`config.mk`:
```
export PLATFORM = sky130hd
export DESIGN_NAME = rgb2yuv_lane
export DESIGN_NICKNAME = d
export VERILOG_FILES = /design/src/hw/rtl/rgb_to_yuv420_bt601_top_assert.svh /design/src/hw/rtl/rgb2yuv_pkg.sv /design/src/hw/rtl/rgb2yuv_lane.sv
export SDC_FILE = /design/constraint.sdc
export NUM_CORES = 1
export LEC_CHECK = 0
export BUFFER_PORTS_ARGS = -buffer_cell sky130_fd_sc_hd__clkbuf_2
export CAP_MARGIN = 20
export CORE_ASPECT_RATIO = 2
export CORE_UTILIZATION = 40
export DETAILED_ROUTE_END_ITERATION = 16
export HOLD_SLACK_MARGIN = 0.05
export PLACE_DENSITY_LB_ADDON = 0.2
export SLEW_MARGIN = 0
export SYNTH_ARGS = -nofsm -noshare
export SYNTH_HDL_FRONTEND = slang
export SYNTH_SLANG_ARGS = --single-unit
```
`constraint.sdc`:
```
create_clock -name clk -period 23.1 [get_ports clk]
set_input_delay 5.775 -clock clk [delete_from_list [all_inputs] [get_ports clk]]
set_output_delay 5.775 -clock clk [all_outputs]
set_load 0.05 [all_outputs]
```
`src/hw/rtl/rgb_to_yuv420_bt601_top_assert.svh`:
```
// Assertion macros shared by the RGB to YUV 4:2:0 converter RTL.
`ifndef RGB_TO_YUV420_BT601_TOP_ASSERT_SVH
`define RGB_TO_YUV420_BT601_TOP_ASSERT_SVH

// Checked outside reset only.
`define R2Y_ASSERT(lbl, prop, msg) \
  lbl: assert property (@(posedge clk) disable iff (!rst_n) prop) else $error(msg);

// Checked on every edge, reset included.
`define R2Y_ASSERT_ALWAYS(lbl, prop, msg) \
  lbl: assert property (@(posedge clk) prop) else $error(msg);

`endif

```
`src/hw/rtl/rgb2yuv_pkg.sv`:
```
// Types, sizes and coefficients of the RGB to YUV 4:2:0 converter.
package rgb2yuv_pkg;

  localparam int MAX_WIDTH  = 2048;
  localparam int PAIR_SLOTS = MAX_WIDTH / 2;
  localparam int COL_W      = $clog2(PAIR_SLOTS);
  localparam int PAIRS_W    = COL_W + 1;
  localparam int CFG_W      = 12;
  localparam int FW_RESET   = 640;

  // BT.601 studio-swing coefficients (magnitudes, signs applied at use)
  localparam int Y_COEF_R   = 66;
  localparam int Y_COEF_G   = 129;
  localparam int Y_COEF_B   = 25;
  localparam int ROUND      = 128;
  localparam int Y_OFFSET   = 16;
  localparam int U_COEF_R   = 38;
  localparam int U_COEF_G   = 74;
  localparam int UV_COEF_HI = 112;
  localparam int V_COEF_G   = 94;
  localparam int V_COEF_B   = 18;
  localparam int UV_OFFSET  = 128;
  localparam int BYTE_MAX   = 255;

  localparam int LUMA_W   = 17;
  localparam int CHROMA_W = 18;

  typedef struct packed {
    logic [7:0] r;
    logic [7:0] g;
    logic [7:0] b;
  } rgb_pix_t;

  typedef struct packed {
    logic [8:0] r;
    logic [8:0] g;
    logic [8:0] b;
  } rgb_sum_t;

  localparam int SUM_W = $bits(rgb_sum_t);

  typedef struct packed {
    logic ld2;
    logic ld3;
  } pipe_ctl_t;

  function automatic logic [7:0] clamp_byte(input logic signed [CHROMA_W-1:0] x);
    logic [7:0] res;
    if (x < 0) begin
      res = 8'd0;
    end else if (x > CHROMA_W'(BYTE_MAX)) begin
      res = 8'hff;
    end else begin
      res = x[7:0];
    end
    return res;
  endfunction

endpackage

```
`src/hw/rtl/rgb2yuv_lane.sv`:
```
// Luma lane: BT.601 Y of one pixel, registered.
module rgb2yuv_lane (
  input  logic                  clk,
  input  logic                  ld,
  input  rgb2yuv_pkg::rgb_pix_t pix,
  output logic [7:0]            luma_r
);

  localparam int LW = rgb2yuv_pkg::LUMA_W;

  logic [LW-1:0] y_sum;
  logic [8:0]    y_off;
  logic [7:0]    luma_nxt;

  always_comb begin
    y_sum = LW'(rgb2yuv_pkg::Y_COEF_R) * LW'(pix.r)
          + LW'(rgb2yuv_pkg::Y_COEF_G) * LW'(pix.g)
          + LW'(rgb2yuv_pkg::Y_COEF_B) * LW'(pix.b)
          + LW'(rgb2yuv_pkg::ROUND);
    y_off = y_sum[LW-1:8] + 9'(rgb2yuv_pkg::Y_OFFSET);
    if (y_off > 9'(rgb2yuv_pkg::BYTE_MAX)) begin
      luma_nxt = 8'hff;
    end else begin
      luma_nxt = y_off[7:0];
    end
  end

  always_ff @(posedge clk) begin
    if (ld) begin
      luma_r <= luma_nxt;
    end
  end

endmodule

```
==> Word-level counts from Yosys, hierarchy flattened <==
Index checks and enable logic that the tools add are counted.
{ "totals": {"reg_bits": 8, "wordCells": 9} }
{ "classes": {"add_sub_neg": 4, "mul": 3, "n_lt_le_gt_ge": 1} }
{ "ops": {"columns": ["cell", "n"], "rows": [
  ["$add 15x16->17", 1],
  ["$add 17x13->17", 1],
  ["$add 17x8->17 const B", 1],
  ["$mul 8x8->16 const A", 1],
  ["$mul 6x8->14 const A", 1],
  ["$mul 5x8->13 const A", 1],
  ["$add 9x5->9 const B", 1],
  ["$gt 9x8->1 const B", 1]
]} }

==> Logic depth before layout (Yosys ltp) <==
{ "logic_depth": {"depth_word": 6, "mapped_depth": 23, "mapped_depth_nobuf": 23} }

==> Least setup slack after synthesis <==
OpenSTA, ideal clock, no wires.
{ "synth_timing": {"path_kind": "in2reg", "from": "input port pix[18] in the netlist's numbering", "to": "register luma_r[5] (data pin)", "setup_ps": 267, "t_arrival_ps": 11159, "required_ps": 22833, "slack_ps": 11673, "stages": 23, "path_buffers": 0, "cell_sequence": "ha_1 ha_1 ha_1 fa_1 xor2_1 ha_1 inv_1 fa_1 inv_1 fa_1 fa_1 ha_1 ha_1 and3_2 a31oi_1 o21ai_0 a41oi_1 xnor2_1 ha_1 inv_1 nor4_2 xnor2_1 nand2b_1"} }
{ "synth_between": {"elab_chain_cells": 6} }
{ "synth_rtl": {"columns": ["item", "line_no", "rtl"], "rows": [
  ["from (decl)", "rgb2yuv_lane.sv:5", "input rgb2yuv_pkg::rgb_pix_t pix,"],
  ["$mul 6x8->14 (*)", "rgb2yuv_lane.sv:16", "y_sum = LW'(rgb2yuv_pkg::Y_COEF_R) * LW'(pix.r)"],
  ["$add 15x16->17 (*)", "rgb2yuv_lane.sv:17", "+ LW'(rgb2yuv_pkg::Y_COEF_G) * LW'(pix.g)"],
  ["$add 17x13->17 (*)", "rgb2yuv_lane.sv:18", "+ LW'(rgb2yuv_pkg::Y_COEF_B) * LW'(pix.b)"],
  ["$add 17x8->17 (*)", "rgb2yuv_lane.sv:19", "+ LW'(rgb2yuv_pkg::ROUND);"],
  ["$add 9x5->9 (*)", "rgb2yuv_lane.sv:20", "y_off = y_sum[LW-1:8] + 9'(rgb2yuv_pkg::Y_OFFSET);"],
  ["$gt 9x8->1", "rgb2yuv_lane.sv:21", "if (y_off > 9'(rgb2yuv_pkg::BYTE_MAX)) begin"],
  ["to (signal assigned)", "rgb2yuv_lane.sv:30", "luma_r <= luma_nxt;"],
  ["to (decl)", "rgb2yuv_lane.sv:6", "output logic [7:0] luma_r"]
]} }
Every way passes the cells marked *; elsewhere a longest branch is shown, timed or not.
A chain may end at the register's enable or synchronous reset.

==> Worst setup path after layout <==
{ "layout_timing": {"from": "input port pix[18] in the netlist's numbering", "to": "register luma_r[1] (data pin)"} }
The elaborated chain is that of the path after synthesis.

==> impl_metrics.tcl <==
set metrics [dict create \
    status "complete, but fails checks" \
    violations "design-rule violations" \
    regMostFlops "luma_r" \
    htreeDepth 1 \
    clk_path_buf_depth 2 \
    p_per_area_mw_per_mm2 143 \
    drc 2 \
    syn_avg_cell_area_um2 10.3 \
    path_depth 24 \
    synth_area_mm2 0.00245 \
    grt.total_usage_pct 17.3 \
    fin_crit_sh_pct 50.4 \
    cp_common_cell "ha_1" \
    worst_pin_slew_ns 0.462 \
    path_buf_inv 4 \
    gp_congestion 0.907 \
    yosys_warnings 0 \
    first_iter_violations 18 \
    final_nets 401 \
    postCtsHoldBufs 0 \
    die_area_mm2 0.00646 \
    cp.arrival_ns 11.59 \
    cts_sinks 8 \
    critPathKind "in2reg" \
    final-hold-violation-count 0 \
    cts.clk_slew.worst_paths_ns 0.04 \
    cap_violations 0 \
    wirelength_um 5140 \
    tns_ns 0 \
    crit_family "adder cells" \
    cts_tree "built" \
    drive_above_1_share_pct 16.4 \
    synth.ff_latch_count 8 \
    crit_path_start_kind "primary input" \
    async_reset_ff_share_pct 0 \
    synth_nets 363 \
    crit_fanout 6 \
    worstHoldPathType "in2reg" \
    synth_top_area_share_pct 37.3 \
    netlist_instances 238 \
    largest_reg_flops 8 \
    worstPathCellList "clkbuf_2 > ha_1 > ha_1 > ha_1 > fa_1 > xor2_1 > ha_1 > inv_1 > fa_1 > inv_1 > fa_1 > fa_1 > ha_1 > ha_1 > and3_2 > a31oi_1 > o21ai_0 > a41oi_1 > xnor2_1 > ha_1 > inv_1 > nor4_2 > xnor2_1 > nand2_1" \
    initial_core_util_pct 41.1 \
    firstDrtPassIters 12 \
    fin_crit_ns 11.64 \
    die-height_um 113 \
    peakVddDrop_mv 0.0547 \
    cts_resized 0 \
    grt_max_degree 9 \
    synth.area.top_cells "ha_1, fa_1, edfxtp_1" \
    cts_buffers 3 \
    cellLeakagePower_nw 1.51 \
    synth-main-ff-cell "edfxtp_1" \
    pin_count 34 \
    grt_pass1_wl_um 8400 \
    hpwl_um 4900 \
    synth_cell_type_count 35 \
    top_regs "luma_r (8)" \
    core-area_mm2 0.00596 \
    cp.required_ns 23.05 \
    io_buffers 33 \
    overflow 0 \
    relSlewSlack_pct 69.0 \
    whs_ns 5.90 \
    synth_top_area_cell "ha_1" \
    slew_viol_final 0 \
    wl_per_cell_um 15.2 \
    die_x_um 57.3 \
    cp-end-kind "flop" \
    min_path_cells 1 \
    vias_per_cell 5.23 \
    max_stage_delay_ns 0.50 \
    grt_pass1_vias 1955 \
    fmax_mhz 85.9 \
    cts_setup_buffers 0 \
    finalSetupViolCount 0 \
    synth_edf_count 8 \
    antenna_found_initial 0 \
    rows 40 \
    rsz0062_at_grt "false" \
    drtAntennaViolNets 0 \
    antenna_cells 0 \
    vias 1763 \
    yosysSeqAreaShare_pct 9.81 \
    slowest_stage "fa_1" \
    root_buffer "clkbuf_16" \
    area_delta_synth_final_pct 13.0 \
]
==> layout by cell type, fill, tap and decap left out, types with 2 or more instances in the layout <==
cell	count
xnor2_1	10
o21ai_0	3
ha_1	73
and3_2	2
clkbuf_16	3
nand2b_1	3
xor2_1	7
o21a_1	2
a311oi_1	3
nand3_1	2
a21oi_1	10
a21o_1	4
nor2_1	9
edfxtp_1	8
clkbuf_2	33
nor2b_1	2
inv_1	47
nand2_1	7
fa_1	26
a31oi_1	2
and3_1	2
==> per-stage QoR <==
step / std cells / power, W / area (µm²) / util (%) / setup slack (ns)
after global placement: 334 / 0.000366 / 2690 / 45.2 / 11.35
after global routing: 337 / 0.000440 / 2770 / 46.5 / 11.05
after detailed placement: 334 / 0.000371 / 2690 / 45.2 / 11.21
after CTS: 337 / 0.000401 / 2770 / 46.5 / 11.46
after floorplan: 238 / 0.000297 / 2450 / - / 11.67
final: 337 / 0.000396 / 2770 / 46.5 / 11.46
==> synth_stat cells (all sizes together) (2+ instances only) <==
cell type / instances
a21o: 5
mux2i: 2
nor2: 9
nor2b: 2
xnor2: 10
a31oi: 2
a311oi: 3
nand3: 2
nand2: 7
nand2b: 3
fa: 26
and3: 4
o21ai: 3
inv: 47
a21oi: 10
o21a: 2
xor2: 7
edfxtp: 8
ha: 73
==> metal layers <==
| layer | track usage [%] | vias up | wire length [µm] |
|---|---|---|---|
| met5 | 0 | - | 0 |
| met4 | 8.62 | 0 | 218 |
| met3 | 1.04 | 16 | 119 |
| met2 | 37.3 | 47 | 3160 |
| met1 | 14.3 | 813 | 1640 |
| li1 | - | 887 | - |
==> logic make-up after synthesis <==
| family | share of synthesized area, % |
|---|---|
| AOI/OAI and AO/OA | 8.89 |
| buffers and inverters | 7.20 |
| and+or+nand+nor | 8.17 |
| DFF | 9.81 |
| xor gates and xnor gates | 6.08 |
| adders and majority gates | 58.5 |
| muxes | 1.33 |
==> worst paths after layout <==
kind                  startpoint         to
worst max-delay path     pix[18]  luma_r[1]
worst min-delay path          ld  luma_r[0]
==> final cells by class <==
| type | count | area (µm²) |
|---|---|---|
| inverters | 47 | 176 |
| multi-input cells | 183 | 2030 |
| well taps | 63 | 78.8 |
| flip-flops and latches | 8 | 240 |
| clock buffers | 3 | 75.1 |
| repair buffers | 33 | 165 |
| fillers | 571 | 3190 |
==> where the power goes <==
| part | switching [W] | internal (W) | total, W |
|---|---|---|---|
| clock network | 0.00000593 | 0.0000222 | 0.0000282 |
| logic | 0.000193 | 0.000135 | 0.000329 |
| registers | 0.00000159 | 0.0000380 | 0.0000396 |
(Power assumes the default switching activity.)
