===== src/hw/rtl/rgb_to_yuv420_bt601_top_assert.svh =====
// Assertion macros shared by the RGB to YUV 4:2:0 converter RTL.
`ifndef RGB_TO_YUV420_BT601_TOP_ASSERT_SVH
`define RGB_TO_YUV420_BT601_TOP_ASSERT_SVH

// Checked outside reset only.
`define R2Y_ASSERT(lbl, prop, msg) \
  lbl: assert property (@(posedge clk) disable iff (!rst_n) prop) else $error(msg);

// Checked on every edge, reset included.
`define R2Y_ASSERT_ALWAYS(lbl, prop, msg) \
  lbl: assert property (@(posedge clk) prop) else $error(msg);

`endif


===== src/hw/rtl/rgb2yuv_pkg.sv =====
// Types, sizes and coefficients of the RGB to YUV 4:2:0 converter.
package rgb2yuv_pkg;

  localparam int MAX_WIDTH  = 2048;
  localparam int PAIR_SLOTS = MAX_WIDTH / 2;
  localparam int COL_W      = $clog2(PAIR_SLOTS);
  localparam int PAIRS_W    = COL_W + 1;
  localparam int CFG_W      = 12;
  localparam int FW_RESET   = 640;

  // BT.601 studio-swing coefficients (magnitudes, signs applied at use)
  localparam int Y_COEF_R   = 66;
  localparam int Y_COEF_G   = 129;
  localparam int Y_COEF_B   = 25;
  localparam int ROUND      = 128;
  localparam int Y_OFFSET   = 16;
  localparam int U_COEF_R   = 38;
  localparam int U_COEF_G   = 74;
  localparam int UV_COEF_HI = 112;
  localparam int V_COEF_G   = 94;
  localparam int V_COEF_B   = 18;
  localparam int UV_OFFSET  = 128;
  localparam int BYTE_MAX   = 255;

  localparam int LUMA_W   = 17;
  localparam int CHROMA_W = 18;

  typedef struct packed {
    logic [7:0] r;
    logic [7:0] g;
    logic [7:0] b;
  } rgb_pix_t;

  typedef struct packed {
    logic [8:0] r;
    logic [8:0] g;
    logic [8:0] b;
  } rgb_sum_t;

  localparam int SUM_W = $bits(rgb_sum_t);

  typedef struct packed {
    logic ld2;
    logic ld3;
  } pipe_ctl_t;

  function automatic logic [7:0] clamp_byte(input logic signed [CHROMA_W-1:0] x);
    logic [7:0] res;
    if (x < 0) begin
      res = 8'd0;
    end else if (x > CHROMA_W'(BYTE_MAX)) begin
      res = 8'hff;
    end else begin
      res = x[7:0];
    end
    return res;
  endfunction

endpackage


===== src/hw/rtl/rgb2yuv_chroma.sv =====
// Chroma merge: averages a 2x2 block and forms U and V over two stages.
module rgb2yuv_chroma (
  input  logic                   clk,
  input  rgb2yuv_pkg::pipe_ctl_t ctl,
  input  logic                   odd_row,
  input  rgb2yuv_pkg::rgb_sum_t  pair_sum,
  input  rgb2yuv_pkg::rgb_sum_t  stored_sum,
  output logic                   chroma_valid_r,
  output logic [7:0]             chroma_blue_r,
  output logic [7:0]             chroma_red_r
);

  localparam int CW = rgb2yuv_pkg::CHROMA_W;
  localparam logic signed [CW-1:0] C_UR  = CW'(rgb2yuv_pkg::U_COEF_R);
  localparam logic signed [CW-1:0] C_UG  = CW'(rgb2yuv_pkg::U_COEF_G);
  localparam logic signed [CW-1:0] C_HI  = CW'(rgb2yuv_pkg::UV_COEF_HI);
  localparam logic signed [CW-1:0] C_VG  = CW'(rgb2yuv_pkg::V_COEF_G);
  localparam logic signed [CW-1:0] C_VB  = CW'(rgb2yuv_pkg::V_COEF_B);
  localparam logic signed [CW-1:0] C_RND = CW'(rgb2yuv_pkg::ROUND);
  localparam logic signed [CW-1:0] C_OFS = CW'(rgb2yuv_pkg::UV_OFFSET);

  logic [9:0] tot_r, tot_g, tot_b;
  logic [7:0] avg_r_r, avg_g_r, avg_b_r;
  logic       cv2_r;

  logic signed [CW-1:0] sr, sg, sb;
  logic signed [CW-1:0] u_sum, v_sum, u_off, v_off;

  // block average: floor of the four-pixel sum over four
  always_comb begin
    tot_r = 10'(stored_sum.r) + 10'(pair_sum.r);
    tot_g = 10'(stored_sum.g) + 10'(pair_sum.g);
    tot_b = 10'(stored_sum.b) + 10'(pair_sum.b);
  end

  always_ff @(posedge clk) begin
    if (ctl.ld2) begin
      avg_r_r <= tot_r[9:2];
      avg_g_r <= tot_g[9:2];
      avg_b_r <= tot_b[9:2];
      cv2_r   <= odd_row;
    end
  end

  always_comb begin
    sr    = $signed(CW'(avg_r_r));
    sg    = $signed(CW'(avg_g_r));
    sb    = $signed(CW'(avg_b_r));
    u_sum = C_RND - C_UR * sr - C_UG * sg + C_HI * sb;
    v_sum = C_RND + C_HI * sr - C_VG * sg - C_VB * sb;
    u_off = (u_sum >>> 8) + C_OFS;
    v_off = (v_sum >>> 8) + C_OFS;
  end

  // zero chroma on even rows
  always_ff @(posedge clk) begin
    if (ctl.ld3) begin
      chroma_valid_r <= cv2_r;
      chroma_blue_r  <= cv2_r ? rgb2yuv_pkg::clamp_byte(u_off) : 8'd0;
      chroma_red_r   <= cv2_r ? rgb2yuv_pkg::clamp_byte(v_off) : 8'd0;
    end
  end

endmodule


===== config.mk =====
export PLATFORM = sky130hd
export DESIGN_NAME = rgb2yuv_chroma
export DESIGN_NICKNAME = d
export VERILOG_FILES = /design/src/hw/rtl/rgb_to_yuv420_bt601_top_assert.svh /design/src/hw/rtl/rgb2yuv_pkg.sv /design/src/hw/rtl/rgb2yuv_chroma.sv
export SDC_FILE = /design/constraint.sdc
export NUM_CORES = 1
export LEC_CHECK = 0
export BUFFER_PORTS_ARGS = -buffer_cell sky130_fd_sc_hd__buf_4
export CORE_MARGIN = 4
export CORE_UTILIZATION = 46
export DETAILED_ROUTE_END_ITERATION = 6
export GPL_TIMING_DRIVEN = 0
export RECOVER_POWER = 25
export SLEW_MARGIN = 10
export SYNTH_ARGS = -nofsm -noshare
export SYNTH_HDL_FRONTEND = slang
export SYNTH_SLANG_ARGS = --single-unit

===== constraint.sdc =====
create_clock -name clk -period 8.4 [get_ports clk]
set_clock_uncertainty 0.1 [all_clocks]
set_input_delay 0.84 -clock clk [delete_from_list [all_inputs] [get_ports clk]]
set_output_delay 0.84 -clock clk [all_outputs]
set_load 0.05 [all_outputs]

# [Yosys cells after proc, flatten, opt, wreduce, memory -nomap -nowiden]
# Index checks and enable logic that the tools add are counted.
[word_totals] reg_bits=42 input_bits=58 out_inout_bits=17 wordCells=33
[op_classes] add_sub_neg=11 n_mul=6 n_lt_le_gt_ge=4 muxes=2 bitwise_logic=1 reduce_logical=2
[ops] operator="9-bit by 9-bit adder with 10-bit output" n=3
[ops] operator="6-bit by 8-bit multiplier with 14-bit output, first input constant" n=2
[ops] operator="10-bit by 9-bit adder with 11-bit output, second input constant" n=2
[ops] operator="11-bit by 9-bit greater-than comparator with 1-bit output, second input constant" n=2
[ops] operator="11-bit by 1-bit < comparator with 1-bit output, second input constant" n=2
[ops] operator="3-bit by 8-bit multiplier with 11-bit output, first input constant" n=2
[ops] operator="17-bit by 16-bit adder with 18-bit output" n=1
[ops] operator="17-bit by 14-bit subtractor with 18-bit output" n=1
[ops] operator="15-bit by 16-bit subtractor with 17-bit output" n=1
[ops] operator="16-bit by 15-bit subtractor with 17-bit output" n=1
[ops] operator="8-bit by 15-bit adder with 16-bit output, first input constant" n=1
[ops] operator="8-bit 2-to-1 mux" n=2
[ops] operator="8-bit by 14-bit subtractor with 15-bit output, first input constant" n=1
[ops] operator="5-bit by 8-bit multiplier with 13-bit output, first input constant" n=1
[ops] operator="4-bit by 8-bit multiplier with 12-bit output, first input constant" n=1
[ops] operator="2-bit OR reduction" n=2
[ops] operator="1-bit NOT" n=1

# [Longest topological paths before layout]
[depth] depth_word=7 depth_mapped=34 mapped_depth_nobuf=33

# [Worst setup path after synthesis]
# No wires, ideal clock.
[synth_timing] kind="reg2reg" startpoint="register avg_g_r[2]" endpoint="register chroma_red_r[7], data pin" setup_ps=265 arrival_ps=7142 required_ps=8035 setup_slack_ps=893 stages_incl_launch_ff=32 n_path_buf=1 period_less_slack_ps=7507 cell_sequence="edfxtp_1 -> inv_1 -> fa_1 -> inv_1 -> ha_1 -> fa_1 -> fa_1 -> a21o_1 -> a21oi_1 -> o21bai_1 -> a21oi_1 -> xnor2_1 -> ha_1 -> ha_1 -> a21oi_1 -> nand2_1 -> xor2_1 -> ha_1 -> a21oi_1 -> o21ai_0 -> o21bai_1 -> a21o_1 -> or3b_1 -> buf_2 -> o21a_4 -> or2_1 -> ha_1 -> and3_1 -> and4_1 -> a31oi_1 -> o22ai_1 -> o41a_2"
[synth_via] elab_chain_len=6 word_cells_on_any_way=8 classes_between="3 x add/sub; 1 x mul; 2 x order compare; 1 x mux; 1 x reduce/logical"
[synth_lines] element="start, declared" line_no="rgb2yuv_chroma.sv:23" rtl="logic [7:0] avg_r_r, avg_g_r, avg_b_r;"
[synth_lines] element="start signal, assigned" line_no="rgb2yuv_chroma.sv:39" rtl="avg_g_r <= tot_g[9:2];"
[synth_lines] element="6-bit by 8-bit multiplier with 14-bit output *" line_no="rgb2yuv_chroma.sv:50" rtl="v_sum = C_RND + C_HI * sr - C_VG * sg - C_VB * sb;"
[synth_lines] element="16-bit by 15-bit subtractor with 17-bit output *" line_no="rgb2yuv_chroma.sv:50"
[synth_lines] element="17-bit by 14-bit subtractor with 18-bit output *" line_no="rgb2yuv_chroma.sv:50"
[synth_lines] element="10-bit by 9-bit adder with 11-bit output *" line_no="rgb2yuv_chroma.sv:52" rtl="v_off = (v_sum >>> 8) + C_OFS;"
[synth_lines] element="11-bit by 9-bit greater-than comparator with 1-bit output / 11-bit by 1-bit < comparator with 1-bit output (equally long branches)" line_no="rgb2yuv_pkg.sv:51, rgb2yuv_pkg.sv:49"
[synth_lines] element="8-bit 2-to-1 mux / 2-bit OR reduction (equally long branches)"
[synth_lines] element="end signal, assigned" line_no="rgb2yuv_chroma.sv:60" rtl="chroma_red_r <= cv2_r ? rgb2yuv_pkg::clamp_byte(v_off) : 8'd0;"
[synth_lines] element="end, declared" line_no="rgb2yuv_chroma.sv:10" rtl="output logic [7:0] chroma_red_r"
# Every way passes the cells marked *; elsewhere a longest branch is shown, timed or not.
# A chain may end at the register's enable or synchronous reset.

# [Worst setup path after layout]
# Same ends and word-level chain as after synthesis.

==> reports/metrics.json <==
{
  "status": {"value": "finished, final reports clean"},
  "synth-adder-area-share": {"value": 41.8, "unit": "%"},
  "hold_path_end": {"value": "chroma_valid_r"},
  "rsz_0062_raised_after_global_routing": {"value": "false"},
  "number_of_enable_type_register_cells_in_the_synthesized_netlist": {"value": 42},
  "timing.critical_path.slowest_cell_delay": {"value": 540, "unit": "ps"},
  "critical-path-top-cell-by-count": {"value": "ha_1"},
  "register_area": {"value": 1260, "unit": "um^2"},
  "post_detailed_placement_half_perimeter_wirelength": {"value": 13100, "unit": "um"},
  "cts_htree_levels": {"value": 2},
  "cp_slowest_cell": {"value": "fa_1"},
  "synth-simple-area-share": {"value": 10.2, "unit": "%"},
  "ys_seq_elements": {"value": 42},
  "clock_latency": {"value": 300, "unit": "ps"},
  "synthToLayoutAreaGrowth": {"value": 12.9, "unit": "%"},
  "detail_route.wirelength": {"value": 14900, "unit": "um"},
  "grt_antenna_before_repair": {"value": 0},
  "io_pins": {"value": 75},
  "fmax": {"value": 126, "unit": "MHz"},
  "worstMarginPinSlew": {"value": 1390, "unit": "ps"},
  "r2r_endpoint": {"value": "chroma_red_r[7]"},
  "final_hold_viol_count": {"value": 0},
  "hold_path.class": {"value": "register to register"},
  "ff2ff_setup_slack": {"value": 470, "unit": "ps"},
  "chipHeight": {"value": 139, "unit": "um"},
  "multi_input_comb_area": {"value": 6040, "unit": "um^2"},
  "synth-async-reset-ratio": {"value": 0, "unit": "%"},
  "grt_util_all_layers": {"value": 16.3, "unit": "%"},
  "cts_tree": {"value": "built"},
  "wl_per_cell": {"value": 13.0, "unit": "um"},
  "final_max_slew_viol_count": {"value": 0},
  "synth.net_count": {"value": 1128},
  "grt_max_degree": {"value": 26},
  "fraction_of_synthesized_area_in_multiplexers": {"value": 0, "unit": "%"},
  "ctsRootBufferMaster": {"value": "clkbuf_16"},
  "synth.yosys.seq_area_share": {"value": 16.1, "unit": "%"},
  "core.rowCount": {"value": 47},
  "synthXorXnorAreaFrac": {"value": 9.74, "unit": "%"},
  "viasPerCell": {"value": 5.07},
  "final_net_count": {"value": 1211},
  "die_width": {"value": 139, "unit": "um"},
  "cts_num_sinks": {"value": 42},
  "yosys.cell_types.count": {"value": 56},
  "clock_path_buffers": {"value": 2},
  "layout_commonest_cell": {"value": "ha_1"},
  "syn_inst": {"value": 841},
  "yosys_most_used_dff": {"value": "edfxtp_1"},
  "fp.dieArea": {"value": 19200, "unit": "um^2"},
  "antenna-diode-count": {"value": 0},
  "netlist_area": {"value": 7830, "unit": "um^2"},
  "drtPass1Iterations": {"value": 4},
  "timing.critical_path.required": {"value": 8350, "unit": "ps"},
  "clk_pin_slew_worst_paths": {"value": 70, "unit": "ps"},
  "synth-compound-area-share": {"value": 15.1, "unit": "%"},
  "most-common-layout-cells": {"value": "ha_1, inv_1, buf_4, xnor2_1, fa_1"},
  "crit-reg2reg-launch": {"value": "avg_g_r[2]"},
  "hold_path.startpoint": {"value": "cv2_r"},
  "cp_data_arrival_time": {"value": 7880, "unit": "ps"},
  "design.core.area": {"value": 16600, "unit": "um^2"},
  "fin_crit_sh": {"value": 94.4, "unit": "%"},
  "r2r.worst_path.cells": {"value": 32},
  "fin_hold_ws": {"value": 420, "unit": "ps"},
  "grt.overflow.total": {"value": 0},
  "maxSlewHeadroom": {"value": 7.43, "unit": "%"},
  "synthesis.yosys.warnings": {"value": 0},
  "via_count_of_the_first_global_routing_pass": {"value": 5661},
  "grt_first_pass_wirelength": {"value": 26200, "unit": "um"},
  "drt.antenna.violating_nets": {"value": 0},
  "fillers": {"value": 1561},
  "place_area": {"value": 8660, "unit": "um^2"},
  "placement.io_buffers": {"value": 74},
  "stdcell_area": {"value": 8840, "unit": "um^2"},
  "worstSetupEndpointType": {"value": "register"},
  "cts_made_buffers": {"value": 5},
  "syn_avg_cell_area": {"value": 9.31, "unit": "um^2"},
  "initial_utilization": {"value": 47.1, "unit": "%"},
  "gp_routability_congestion": {"value": 0.817},
  "finish.utilization": {"value": 53.1, "unit": "%"},
  "critical_path_peak_fanout": {"value": 5},
  "holdPathStages": {"value": 0},
  "min_period": {"value": 7930, "unit": "ps"},
  "cts_hold_buf": {"value": 0},
  "setup_violations": {"value": 0},
  "cp-start-kind": {"value": "register"},
  "worstSetupPathType": {"value": "register to register"},
  "final_layout_size_suffix_gt1_share": {"value": 10.8, "unit": "%"},
  "combinational_family_with_the_most_area_after_synthesis": {"value": "adder cells"},
  "fin_setup_tns": {"value": 0, "unit": "ps"},
  "via_count": {"value": 5810},
  "drcViolationCount": {"value": 0},
  "detailedRoute.firstIterationViolations": {"value": 195},
  "maxCapViolations": {"value": 0}
}
## cells in the mapped netlist (5+ instances only)
library cell    n  area [um^2]
nor3_1         26          130
nand3_1         9         45.0
a21o_1         18          135
edfxtp_1       42         1260
and3_1          5         31.3
o21ai_0        24          120
fa_1           54         1080
a31oi_1        10         62.6
inv_1         144          541
xnor2_1        54          473
nor2_1         51          191
xor2_1         30          263
o21a_1         18          135
o31a_1          9         78.8
a21oi_1        48          240
nand2b_1       12         75.1
nand2_1        25         93.8
o21bai_1       21          158
ha_1          175         2190
nor2b_1        10         62.6
## registers in the layout, summed over array words and instances, names as in the netlist
| name | flops |
|---|---|
| avg_b_r | 8 |
| avg_g_r | 8 |
| avg_r_r | 8 |
| chroma_blue_r | 8 |
| chroma_red_r | 8 |
| chroma_valid_r | 1 |
| cv2_r | 1 |
## what timing repair did
item / in CTS / in global routing
endpoints found under the setup margin: 0 / 1
setup buffers: 0 / 2
resized for setup: 0 / 7
## cell families after synthesis
group,Yosys count
adder cells (fa/ha/maj),229
AO/OA/AOI/OAI,176
AND/OR/NAND/NOR,161
buffers and inverters,148
XOR/XNOR,85
flip-flops,42
## layout make-up
type / instances / share of cell area (%)
Sequential cell: 42 / 14.3
Timing Repair Buffer: 76 / 6.37
Tap cell: 220 / 3.11
Multi-Input combinational cell: 651 / 68.3
Clock buffer: 5 / 1.42
Inverter: 144 / 6.11
Buffer: 4 / 0.198
Clock inverter: 3 / 0.241
## layer usage
metal  GRT usage (%)  vias up  wire [um]  share of wire (%)
met3            2.38       10        524                3.5
met2            27.4       73       6990                 47
met1            22.5     2658       7170                 48
met4            3.59        0        210                1.4
met5               0        -          0                  0
li1                -     3069          -                  -
## worst max path at each step
stage,startpoint,endpoint,slack [ps],depth (start not counted)
final,avg_g_r[2],chroma_red_r[7],470,32
after global routing,avg_g_r[4],chroma_red_r[7],3,32
after CTS,avg_g_r[2],chroma_red_r[7],210,31
after detailed placement,avg_g_r[2],chroma_red_r[7],240,31
after global placement,avg_g_r[2],chroma_red_r[7],240,31
after floorplan,avg_g_r[2],chroma_red_r[7],890,31
## stage by stage
step                std cells  setup WS [ps]
CTS                      1143            208
finish                   1145            473
global route             1145           2.74
global placement         1135            237
detailed placement       1135            240
floorplan                 841            893
## worst max-delay path, delay by kind of cell, from the launching register on
| kind | cells | cell delay [ps] |
|---|---|---|
| XOR/XNOR | 2 | 310 |
| AND/OR/NAND/NOR | 7 | 1290 |
| buffers and inverters | 3 | 300 |
| AO/OA/AOI/OAI | 12 | 2190 |
| flip-flops | 1 | 460 |
| adder cells (fa/ha/maj) | 8 | 3010 |
Power is not shown: default switching activity piles up to over one toggle a cycle in this logic, so the estimate is an artifact.
