## src/hw/rtl/rgb_to_yuv420_bt601_top_assert.svh

```systemverilog
// Assertion macros shared by the RGB to YUV 4:2:0 converter RTL.
`ifndef RGB_TO_YUV420_BT601_TOP_ASSERT_SVH
`define RGB_TO_YUV420_BT601_TOP_ASSERT_SVH

// Checked outside reset only.
`define R2Y_ASSERT(lbl, prop, msg) \
  lbl: assert property (@(posedge clk) disable iff (!rst_n) prop) else $error(msg);

// Checked on every edge, reset included.
`define R2Y_ASSERT_ALWAYS(lbl, prop, msg) \
  lbl: assert property (@(posedge clk) prop) else $error(msg);

`endif

```

## src/hw/rtl/rgb2yuv_ram.sv

```systemverilog
// Generic single-port RAM with registered read data.
module rgb2yuv_ram #(
  parameter int WIDTH = 8,
  parameter int DEPTH = 16
) (
  input  logic                     clk,
  input  logic                     we,
  input  logic                     re,
  input  logic [$clog2(DEPTH)-1:0] addr,
  input  logic [WIDTH-1:0]         wdata,
  output logic [WIDTH-1:0]         rdata
);

  logic [WIDTH-1:0] mem [DEPTH];

  always_ff @(posedge clk) begin
    if (we) begin
      mem[addr] <= wdata;
    end
    if (re) begin
      rdata <= mem[addr];
    end
  end

endmodule

```

## config.mk

```make
export PLATFORM = sky130hd
export DESIGN_NAME = rgb2yuv_ram
export DESIGN_NICKNAME = d
export VERILOG_FILES = /design/src/hw/rtl/rgb_to_yuv420_bt601_top_assert.svh /design/src/hw/rtl/rgb2yuv_ram.sv
export SDC_FILE = /design/constraint.sdc
export NUM_CORES = 1
export LEC_CHECK = 0
export ABC_AREA = 1
export BUFFER_PORTS_ARGS = -buffer_cell sky130_fd_sc_hd__buf_2
export CAP_MARGIN = 5
export CORE_AREA = 2 2 117 148
export CTS_CLUSTER_DIAMETER = 50
export DETAILED_ROUTE_END_ITERATION = 10
export DIE_AREA = 0 0 119 150
export GPL_ROUTABILITY_DRIVEN = 0
export PLACE_DENSITY_LB_ADDON = 0.1
export SYNTH_ARGS = -nofsm -noshare
export SYNTH_HDL_FRONTEND = slang
export SYNTH_SLANG_ARGS = --single-unit
```

## constraint.sdc

```tcl
create_clock -name clk -period 4.5 [get_ports clk]
set_input_delay 0.9 -clock clk [delete_from_list [all_inputs] [get_ports clk]]
set_output_delay 0.9 -clock clk [all_outputs]
set_load 0.05 [all_outputs]
```

**Word-level counts from Yosys, hierarchy flattened**

Memories as Yosys holds them, arrays and structs flattened. A register that Yosys moved wholly into a read port is not among the register bits.
Cells that the tools add are included.

- Memories: 1
- Register bits: 0
- Output and inout bits: 8
- Logic and storage cells: 3
- Bits in writable memories: 128
- Bits of input ports: 15

- Mux-type cells: 2

Memories:

| memory | words | bits a word | rd ports | clocked after memory_dff | wr ports | RTL line | text |
|---|---|---|---|---|---|---|---|
| mem | 16 | 8 | 1 | 1 | 1 | rgb2yuv_ram.sv:14 | `logic [WIDTH-1:0] mem [DEPTH];` |

Operators by type and width:

| cell | number |
|---|---|
| 2-to-1 mux 1 bit | 2 |

**Logic depth before layout (Yosys ltp)**

Gate-level depths: netlist of the first run.

- Depth in word-level cells: 2
- Depth in mapped cells: 11
- Depth with buffers taken out: 9

**Least setup slack after synthesis of the first run**

Ideal clock, no wire load.

- Path type: input port to flip-flop
- From: input port addr[1]
- To: memory mem[3][0], enable pin
- Slack: 2.223 ns
- Arrival time: 1.907 ns
- Library setup time: 0.370 ns
- Required time: 4.130 ns
- Path buffers: 2
- Stages on the path: 4
- Cell sequence: buf_2 -> clkbuf_1 -> nand3_1 -> nor2_1

RTL lines:

| what | RTL line | text |
|---|---|---|
| start: declaration | rgb2yuv_ram.sv:9 | `input logic [$clog2(DEPTH)-1:0] addr,` |
| end: declaration | rgb2yuv_ram.sv:14 |  |

No word-level cell before the write port.

**Worst setup path after layout of the first run**

- From: input port addr[1]
- To: memory mem[8][6], enable pin

No word-level cell before the write port.

==> results of run 1 <==
==> worst max path at each step <==
stage,start,endpoint,cells past startpoint
2_1_floorplan,addr[1],mem[3][0],4
3_3_place_gp,addr[1],mem[8][1],6
3_5_place_dp,addr[1],mem[8][4],6
4_1_cts,addr[1],mem[8][6],6
5_1_grt,addr[1],mem[8][6],6
6_report,addr[1],mem[8][6],6
==> per-stage QoR <==
| step | hold slack [ns] | instances | utilization (%) |
|---|---|---|---|
| after floorplan | 0.7182 | 548 | - |
| after global placement | 0.8073 | 773 | 36.17 |
| after detailed placement | 0.8010 | 773 | 36.17 |
| after CTS | 0.7964 | 804 | 39.62 |
| after global routing | 0.8228 | 804 | 39.62 |
| final | 0.7977 | 804 | 39.62 |
==> state kept, by name (all words and copies together) (netlist names) <==
| signal | count |
|---|---|
| mem | 128 |
| rdata | 8 |
==> worst min-delay path, stage by stage (launching register included) <==
cell and delay (ns):
edfxtp_1 0.31, nand2_1 0.05, nand2_1 0.06, nand2_1 0.04, nand2_1 0.06, nand2_1 0.04, nand2_1 0.05, inv_1 0.03
nand2_1 0.05
==> layout make-up <==
class,instances,area (µm²)
clock buffer,21,440.4
multi-input combinational,368,1386
tap,220,275.3
clock inverter,10,128.9
fill,1595,9971
timing repair buffer,26,140.1
sequential,136,4084
inverter,23,86.33
==> per-layer routing <==
layer	global-route usage (%)	up-vias	share of wire (%)
li1	-	1802	-
met1	19.98	1670	46
met2	26.49	78	48
met3	3.697	19	3.3
met4	6.845	0	2.3
met5	0	-	0
==> power by group through the flow <==
stage	combinational (mW)	sequential, mW	clock [mW]
after floorplan	0.0978	1.48	0
after global placement	0.195	1.46	0
after detailed placement	0.193	1.46	0
after CTS	0.194	1.43	1.37
after global routing	0.214	1.44	1.42
final	0.189	1.43	1.34
==> cells by family after synthesis <==
kind of cell | count (synthesis)
DFF | 136
and+or+nand+nor | 368
buffers and inverters | 44
==> cells in the final DEF, fill, tap and decap left out, drive strengths merged <==
| cell type | count |
|---|---|
| nand2 | 346 |
| clkinvlp | 2 |
| clkinv | 6 |
| buf | 26 |
| clkbuf | 21 |
| nor2 | 18 |
| edfxtp | 136 |
| inv | 22 |
| bufinv | 3 |
| nand3 | 4 |
==> results.txt, run 1 <==
post-synthesis mux area share - 0%
P&R area growth vs syn - 15.31%
chip height - 150 µm
top-count cell post-synth - nand2_1
Clock Path Buffers - 2
reg2reg end - rdata[5]
Post-Synth Adder-Cell Area - 0%
critical path type - input pin to register
postcts setup bufs - 0
Setup violations, final - 0
async set-reset flop share out of synthesis - 0%
Syn Std Cell Area - 0.005673 mm²
Sink Count - 136
unrepaired setup endpoints after global routing - no
port buffer count - 22
dpl cell area - 0.005972 mm²
CP Capture Type - register
register area share after synthesis - 71.99%
crit path max fanout - 35
Area contributors post-synth - edfxtp_1 72%, nand2_1 23%, inv_1 1.4%
hold_buf cts - 0
Vias/cell - 4.439
Core Area - 0.01651 mm²
Mapped Nets - 563
Synth cell types - 10
Final Skew - 0.006917 ns
commonest cells in the netlist - 346 x nand2_1, 136 x edfxtp_1, 21 x inv_1, 18 x nor2_1, 12 x buf_2
cell mode on critical path - buf_4
TritonCTS clock tree - done
Setup WS pre-CTS - 1.358 ns
outcome - complete, no violations
Synth Area in Compound Gates - 0%
fin crit period - 2.658 ns
Syn Inst Count - 548
detailed-route via count - 3,569
max-capacitance violation count - 0
clk slew on worst S/H paths - 0.05 ns
Yosys top cell by area - edfxtp_1
Post-Synth XOR/XNOR Area - 0%
Max Freq - 376.2 MHz
Net Sw Frac - 21.29%
Crit path buffers/inverters - 4
worst vdd ir - 0.2035 mV
I/O Pins - 23
Slew Viols, Final - 0
GRT Util Overall - 15.94%
cell family with most CP delay - simple AND/OR/NAND/NOR gates
simple-gate share of the synthesized area - 24.44%
Final period util - 59.07%
reg2reg path depth - 8
number of DRC markers in iteration 0 - 311
worst hold path class - register to register
CP cell instances - buf_2, buf_4, clkinv_1, buf_4, nand3_1, nor2_1
EDFF count, synth - 136
post-detail-place hpwl - 8.501 mm
slowest cell delay on critical path - 0.70 ns
Antenna diodes - 0
grt ovf - 0
DRC Markers - 0
final instance area - 0.006541 mm²
Post-CTS Resized - 0
main combinational cell family by area after synthesis - simple AND/OR/NAND/NOR gates
Detailed Routing Iterations Pass 1 - 4
first-pass GRT wire length - 20.42 mm
final wirelength - 13.22 mm
Starting Density - 34.36%
synth warn - 0
launching point of the worst reg2reg path - mem[6][5]
Hold Crit Start - mem[9][5]
Setup TNS - 0 ns
Layout Nets - 587
Worst Hold Endpoint - rdata[5]
Lkg Pwr - 2.729 nW
Required @ worst endpoint - 4.54 ns
Slew HR - 48.51%
mean post-synth cell area - 10.35 µm²
Comb power frac - 6.4%
r2r setup slk - 3.35 ns
Detail Route Antenna Nets - 0
DIE AREA - 0.01785 mm²
internal power component - 2.330 mW
arrival time worst endpoint - 2.70 ns
vias in the first global route - 3,477
H-tree Lvls - 4
Avg WL per Cell - 16.45 µm
Worst-Margin Slew - 0.7696 ns
final hold violations - 0
Flop pwr share - 48.5%
Num CTS Buffers - 17
Worst-Skew Late Latency - 0.41 ns
clock root cell - clkbuf_16
critical path's slowest cell - nor2_1
Pwr Total - 2.961 mW
Rows - 53
pwr/cell area - 452.6 mW/mm²
top cell type's share of synthesized area - 71.99%
largest net degree at the start of global routing - 65
Critical Path Start Type - input pin
Hold Crit Depth - 8
die width - 119 µm
fin worst setup slack - 1.842 ns
Net Switching - 630.2 µW
share of cells above drive strength 1 - 8.562%
Synth Flop Type - edfxtp_1
synthesis-stage register bit count - 136
clock share of power - 45.2%
antenna violations before repair - 0
Note: power is estimated with default switching activity, not from simulation.
==> run 2: changes to the inputs <==
--- a/config.mk
+++ b/config.mk
@@ -5,13 +5,13 @@
 export SDC_FILE = /design/constraint.sdc
 export NUM_CORES = 1
 export LEC_CHECK = 0
-export ABC_AREA = 1
+export ABC_AREA = 0
 export BUFFER_PORTS_ARGS = -buffer_cell sky130_fd_sc_hd__buf_2
 export CAP_MARGIN = 5
-export CORE_AREA = 2 2 117 148
+export CORE_AREA = 2 2 112 141
 export CTS_CLUSTER_DIAMETER = 50
 export DETAILED_ROUTE_END_ITERATION = 10
-export DIE_AREA = 0 0 119 150
+export DIE_AREA = 0 0 114 143
 export GPL_ROUTABILITY_DRIVEN = 0
 export PLACE_DENSITY_LB_ADDON = 0.1
 export SYNTH_ARGS = -nofsm -noshare
==> constraint.sdc (replaced) <==
create_clock -name clk -period 2.65 [get_ports clk]
set_input_delay 0.53 -clock clk [delete_from_list [all_inputs] [get_ports clk]]
set_output_delay 0.53 -clock clk [all_outputs]
set_load 0.05 [all_outputs]
==> results.txt, run 2 <==
Sink Count - 136 (unchanged)
Comb power frac - 5.2% (-1.2 points)
Critical Path Start Type - input pin
Worst-Margin Slew - 0.6233 ns (-0.1463 ns)
outcome - complete, no violations
async set-reset flop share out of synthesis - 0% (unchanged)
hold_buf cts - 0 (unchanged)
cell family with most CP delay - multiplexers
arrival time worst endpoint - 1.90 ns (-0.80 ns)
EDFF count, synth - 136 (unchanged)
DRC Markers - 0 (unchanged)
Worst-Skew Late Latency - 0.41 ns (about the same)
commonest cells in the netlist - 136 x edfxtp_1, 32 x mux4_2, 16 x a22oi_1, 13 x nor2_1, 9 x nand2_1
worst hold path class - input pin to register
clk slew on worst S/H paths - 0.06 ns (about the same)
final instance area - 0.006232 mm² (-4.7%)
Syn Inst Count - 230 (-58%)
fillers - 1,333 (-16%)
Starting Density - 34.57% (+0.22 points)
final hold violations - 0 (unchanged)
number of DRC markers in iteration 0 - 134 (-57%)
TritonCTS clock tree - done
clock share of power - 46.2% (+1.0 points)
critical path's slowest cell - mux4_2
Mapped Nets - 245 (-56%)
chip height - 143 µm (-4.7%)
Non-Filler Instances - 481 (-40%)
largest net degree at the start of global routing - 21 (-68%)
Rows - 50 (-5.7%)
Area contributors post-synth - edfxtp_1 79%, mux4_2 14%, a22oi_1 2.3%
Setup WS pre-CTS - 0.4397 ns (-0.9184 ns)
internal power component - 3.995 mW (+71%)
postcts setup bufs - 0 (unchanged)
Num CTS Buffers - 17 (unchanged)
Largest Register - mem
share of cells above drive strength 1 - 36.79% (+28 points)
fin crit period - 1.762 ns
Pwr Total - 5.018 mW (+69%)
detailed-route via count - 2,390 (-33%)
max-capacitance violation count - 0 (unchanged)
Slew HR - 58.36% (+9.9 points)
CP Capture Type - register
Vias/cell - 4.969 (+12%)
Flop pwr share - 48.6% (about the same)
mean post-synth cell area - 22.38 µm² (+120%)
die width - 114 µm (-4.2%)
Net Sw Frac - 20.39% (-0.89 points)
Setup violations, final - 0 (unchanged)
Setup TNS - 0 ns (unchanged)
top cell type's share of synthesized area - 79.34% (+7.3 points)
I/O Pins - 23 (unchanged)
Avg WL per Cell - 21.78 µm (+32%)
unrepaired setup endpoints after global routing - no
Antenna diodes - 0 (unchanged)
vias in the first global route - 2,623 (-25%)
register area share after synthesis - 79.34% (+7.3 points)
Clock Path Buffers - 2 (unchanged)
commonest non-fill, non-tap cell in the layout - edfxtp_1
crit path max fanout - 19 (-46%)
first-pass GRT wire length - 16.25 mm (-20%)
synthesis-stage register bit count - 136 (unchanged)
Post-CTS Resized - 0 (unchanged)
Lkg Pwr - 2.059 nW (-25%)
number of instances in the placed design - 449 (-42%)
P&R area growth vs syn - 21.07%
pwr/cell area - 805.2 mW/mm² (+78%)
worst vdd ir - 0.3192 mV (+57%)
synth warn - 0 (unchanged)
CP cell instances - buf_2, buf_4, mux4_2, a22oi_1, nand2_1
Max Freq - 567.6 MHz
Yosys top cell by area - edfxtp_1
top-count cell post-synth - edfxtp_1
Largest regs - mem: 128 flops, rdata: 8 flops
most frequent cells in the layout - 136 x edfxtp_1, 32 x mux4_2, 24 x buf_4, 22 x buf_2, 17 x clkbuf_16
Syn Std Cell Area - 0.005147 mm² (-9.3%)
Required @ worst endpoint - 2.79 ns (-1.75 ns)
Synth Flop Type - edfxtp_1
dpl cell area - 0.005645 mm² (-5.5%)
Core Area - 0.01489 mm² (-9.8%)
antenna violations before repair - 0 (unchanged)
Synth cell types - 17 (+7)
clock root cell - clkbuf_16
critical path type - input pin to register
GRT Util Overall - 14.30% (-1.6 points)
grt ovf - 0 (unchanged)
WHS - 0.5051 ns (-0.2926 ns)
Detailed Routing Iterations Pass 1 - 4 (unchanged)
Slew Viols, Final - 0 (unchanged)
post-detail-place hpwl - 7.085 mm (-17%)
max reg flops - 128 (unchanged)
final wirelength - 10.48 mm (-21%)
Layout Nets - 301 (-49%)
Multi-input gate area - 0.001003 mm² (-28%)
Seq. cell area - 0.004084 mm² (unchanged)
Final period util - 66.49%
slowest cell delay on critical path - 0.55 ns (-0.15 ns)
port buffer count - 22 (unchanged)
DIE AREA - 0.01630 mm² (-8.7%)
H-tree Lvls - 4 (unchanged)
Crit path buffers/inverters - 2 (-2)
Final Core Density - 41.86% (+2.2 points)
fin worst setup slack - 0.8881 ns (-0.9540 ns)
Detail Route Antenna Nets - 0 (unchanged)
Final Skew - 0.008402 ns (+0.001486 ns)
Net Switching - 1.023 mW (+62%)
==> run 2: final timing paths <==
kind | start | to | slack (ns) | depth (start not counted)
max | addr[0] | rdata[1] | 0.89 | 5
min | wdata[4] | mem[4][4] | 0.51 | 1
max reg2reg | mem[3][3] | rdata[3] | 1.18 | 3
min reg2reg | mem[14][7] | rdata[7] | 0.74 | 3
==> run 2: layout make-up <==
class / count / area share [%]
Sequential cell: 136 / 65.53
Clock buffer: 19 / 6.946
Multi-Input combinational cell: 83 / 16.10
Clock inverter: 13 / 2.469
Tap cell: 182 / 3.654
Timing Repair Buffer: 48 / 5.300
==> run 2: cell families (layout without fill, tap and decap cells) <==
kind of cell,Yosys count,after routing,synth area share (%)
mux,32,32,14.00
flops,136,136,79.34
compound gates,16,16,2.334
buf+inv,11,80,1.167
simple gates,35,35,3.160
==> run 2: routing by layer <==
layer / wire length (µm) / track usage, % / vias up
li1: - / - / 1084
met1: 4518 / 17.96 / 1253
met2: 5524 / 23.78 / 46
met3: 320 / 3.565 / 7
met4: 113 / 5.777 / 0
met5: 0 / 0 / -
==> run 2: power by group through the flow <==
stage / sequential, mW / clock, mW / combinational, mW
floorplan: 2.52 / 0 / 0.124
global placement: 2.48 / 0 / 0.269
detailed placement: 2.48 / 0 / 0.270
CTS: 2.44 / 2.36 / 0.271
global route: 2.44 / 2.47 / 0.289
finish: 2.44 / 2.32 / 0.263
==> run 3: changes to the inputs <==
--- a/config.mk
+++ b/config.mk
@@ -5,13 +5,13 @@
 export SDC_FILE = /design/constraint.sdc
 export NUM_CORES = 1
 export LEC_CHECK = 0
-export ABC_AREA = 0
+export ABC_AREA = 1
 export BUFFER_PORTS_ARGS = -buffer_cell sky130_fd_sc_hd__buf_2
 export CAP_MARGIN = 5
-export CORE_AREA = 2 2 112 141
+export CORE_AREA = 2 2 117 148
 export CTS_CLUSTER_DIAMETER = 50
 export DETAILED_ROUTE_END_ITERATION = 10
-export DIE_AREA = 0 0 114 143
+export DIE_AREA = 0 0 119 150
 export GPL_ROUTABILITY_DRIVEN = 0
 export PLACE_DENSITY_LB_ADDON = 0.1
 export SYNTH_ARGS = -nofsm -noshare
==> constraint.sdc (replaced) <==
create_clock -name clk -period 1.72 [get_ports clk]
set_input_delay 0.344 -clock clk [delete_from_list [all_inputs] [get_ports clk]]
set_output_delay 0.344 -clock clk [all_outputs]
set_load 0.05 [all_outputs]
==> results.txt, run 3 (synthesis results as in run 1) <==
outcome - complete, no violations
chip height - 150 µm (+4.9%)
CP Capture Type - output pin
Hold Crit Depth - 1 (unchanged)
final wirelength - 13.90 mm (+33%)
Max Freq - 709.1 MHz
unrepaired setup endpoints after global routing - no
Rows - 53 (+6.0%)
crit path max fanout - 1 (-18)
Slew HR - 70.78% (+12 points)
Critical Path Start Type - register
Lkg Pwr - 2.906 nW (+41%)
TritonCTS clock tree - done
clock share of power - 45.0% (-1.2 points)
reg2reg end - rdata[1]
most frequent cells in the layout - 346 x nand2_1, 136 x edfxtp_1, 34 x buf_4, 22 x buf_2, 21 x inv_1
share of cells above drive strength 1 - 13.64% (-23 points)
detailed-route via count - 3,736 (+56%)
DRC Markers - 0 (unchanged)
Post-CTS Resized - 0 (unchanged)
vias in the first global route - 3,767 (+44%)
Final Skew - 0.004729 ns (-0.003674 ns)
Worst Hold Endpoint - rdata[1]
die width - 119 µm (+4.4%)
commonest non-fill, non-tap cell in the layout - nand2_1
slowest cell delay on critical path - 0.36 ns (-0.19 ns)
Layout Nets - 619 (+110%)
Antenna diodes - 0 (unchanged)
fillers - 1,612 (+21%)
Pwr Total - 7.804 mW (+56%)
cell family with most CP delay - flip-flops
postcts setup bufs - 0 (unchanged)
final hold violations - 0 (unchanged)
worst hold path class - input pin to register
Slew Viols, Final - 0 (unchanged)
Multi-input gate area - 0.001386 mm² (+38%)
WHS - 0.2891 ns (-0.2160 ns)
I/O Pins - 23 (unchanged)
port buffer count - 22 (unchanged)
Sink Count - 136 (unchanged)
r2r setup slk - 0.59 ns (-0.59 ns)
clock root cell - clkbuf_16
number of DRC markers in iteration 0 - 166 (+24%)
worst vdd ir - 0.5265 mV (+65%)
clk slew on worst S/H paths - 0.05 ns (about the same)
Worst-Margin Slew - 0.4383 ns (-0.1850 ns)
first-pass GRT wire length - 21.63 mm (+33%)
critical path type - register to output pin
Largest Register - mem
Vias/cell - 4.469 (-10%)
fin crit period - 1.410 ns
DIE AREA - 0.01785 mm² (+9.5%)
H-tree Lvls - 4 (unchanged)
Clock Path Buffers - 2 (unchanged)
Worst-Skew Late Latency - 0.42 ns (about the same)
Final Core Density - 41.21% (-0.64 points)
critical path's slowest cell - edfxtp_1
Net Switching - 1.683 mW (+64%)
launching point of the worst reg2reg path - mem[5][1]
Required @ worst endpoint - 1.38 ns (-1.41 ns)
P&R area growth vs syn - 19.96%
Avg WL per Cell - 16.63 µm (-24%)
CP cell instances - buf_2
max-capacitance violation count - 0 (unchanged)
antenna violations before repair - 0 (unchanged)
largest net degree at the start of global routing - 41 (+95%)
internal power component - 6.121 mW (+53%)
Crit path buffers/inverters - 1 (-1)
reg2reg path depth - 8 (+5)
arrival time worst endpoint - 1.07 ns (-0.83 ns)
max reg flops - 128 (unchanged)
pwr/cell area - 1147 mW/mm² (+42%)
Final period util - 81.99%
Seq. cell area - 0.004084 mm² (unchanged)
Flop pwr share - 48.1% (-0.5 points)
Detailed Routing Iterations Pass 1 - 4 (unchanged)
Comb power frac - 6.8% (+1.6 points)
Starting Density - 34.36% (-0.22 points)
Net Sw Frac - 21.57% (+1.2 points)
post-detail-place hpwl - 9.292 mm (+31%)
Setup violations, final - 0 (unchanged)
Detail Route Antenna Nets - 0 (unchanged)
GRT Util Overall - 16.88% (+2.6 points)
Num CTS Buffers - 17 (unchanged)
grt ovf - 0 (unchanged)
Hold Crit Start - re
Largest regs - mem: 128 flops, rdata: 8 flops
Core Area - 0.01651 mm² (+11%)
hold_buf cts - 0 (unchanged)
[run 3: cell count changes in the layout (fill, tap and decap cells not counted), moves of 2 or more]
cell	before	now
mux4_2	32	0
nand3b_1	2	0
buf_4	24	34
nor2b_1	2	0
a22oi_1	16	0
clkinv_1	1	4
nand2b_1	2	0
nor2_1	13	18
nor3_1	4	0
inv_1	0	21
nand3_1	1	4
nand2_1	9	346
[run 3: area by class of cell]
type                       count  share of cell area (%)
sequential                   136                   60.01
tap                          220                   4.045
timing repair buffer          58                   5.957
inverter                      23                   1.269
clock buffer                  20                   6.417
multi-input combinational    368                   20.37
clock inverter                11                   1.931
[run 3: routing by layer]
layer,share of wire (%),vias up,GRT usage [%]
met1,44,1784,20.05
met5,0,-,0
met4,1.5,0,6.250
li1,-,1869,-
met3,3.8,15,4.078
met2,51,68,29.68
[run 3: power by group through the flow]
stage               Sequential (mW)  Combinational [mW]  Clock (mW)
CTS                            3.76               0.546        3.59
finish                         3.76               0.533        3.51
floorplan                      3.88               0.256           0
detailed placement             3.82               0.545           0
global route                   3.76               0.602        3.73
global placement               3.83               0.547           0
[run 3: how the worst max path moves through the flow]
stage / startpoint / end / slack (ns) / cells past startpoint
2_1_floorplan: addr[1] / mem[3][0] / -0.001 / 4
3_3_place_gp: addr[0] / rdata[1] / 0.08 / 11
3_5_place_dp: addr[0] / rdata[1] / 0.07 / 11
4_1_cts: rdata[7] / rdata[7] / 0.29 / 1
5_1_grt: rdata[7] / rdata[7] / 0.27 / 1
6_report: rdata[7] / rdata[7] / 0.31 / 1
[run 3: per-stage QoR]
step,instances,setup WS (ns),setup TNS [ns],instance area (µm²)
2_1_floorplan,548,-0.001181,-0.01889,5673
3_5_place_dp,805,0.06702,0,6237
6_report,836,0.3098,0,6805
3_3_place_gp,805,0.07851,0,6237
5_1_grt,836,0.2671,0,6805
4_1_cts,836,0.2905,0,6805
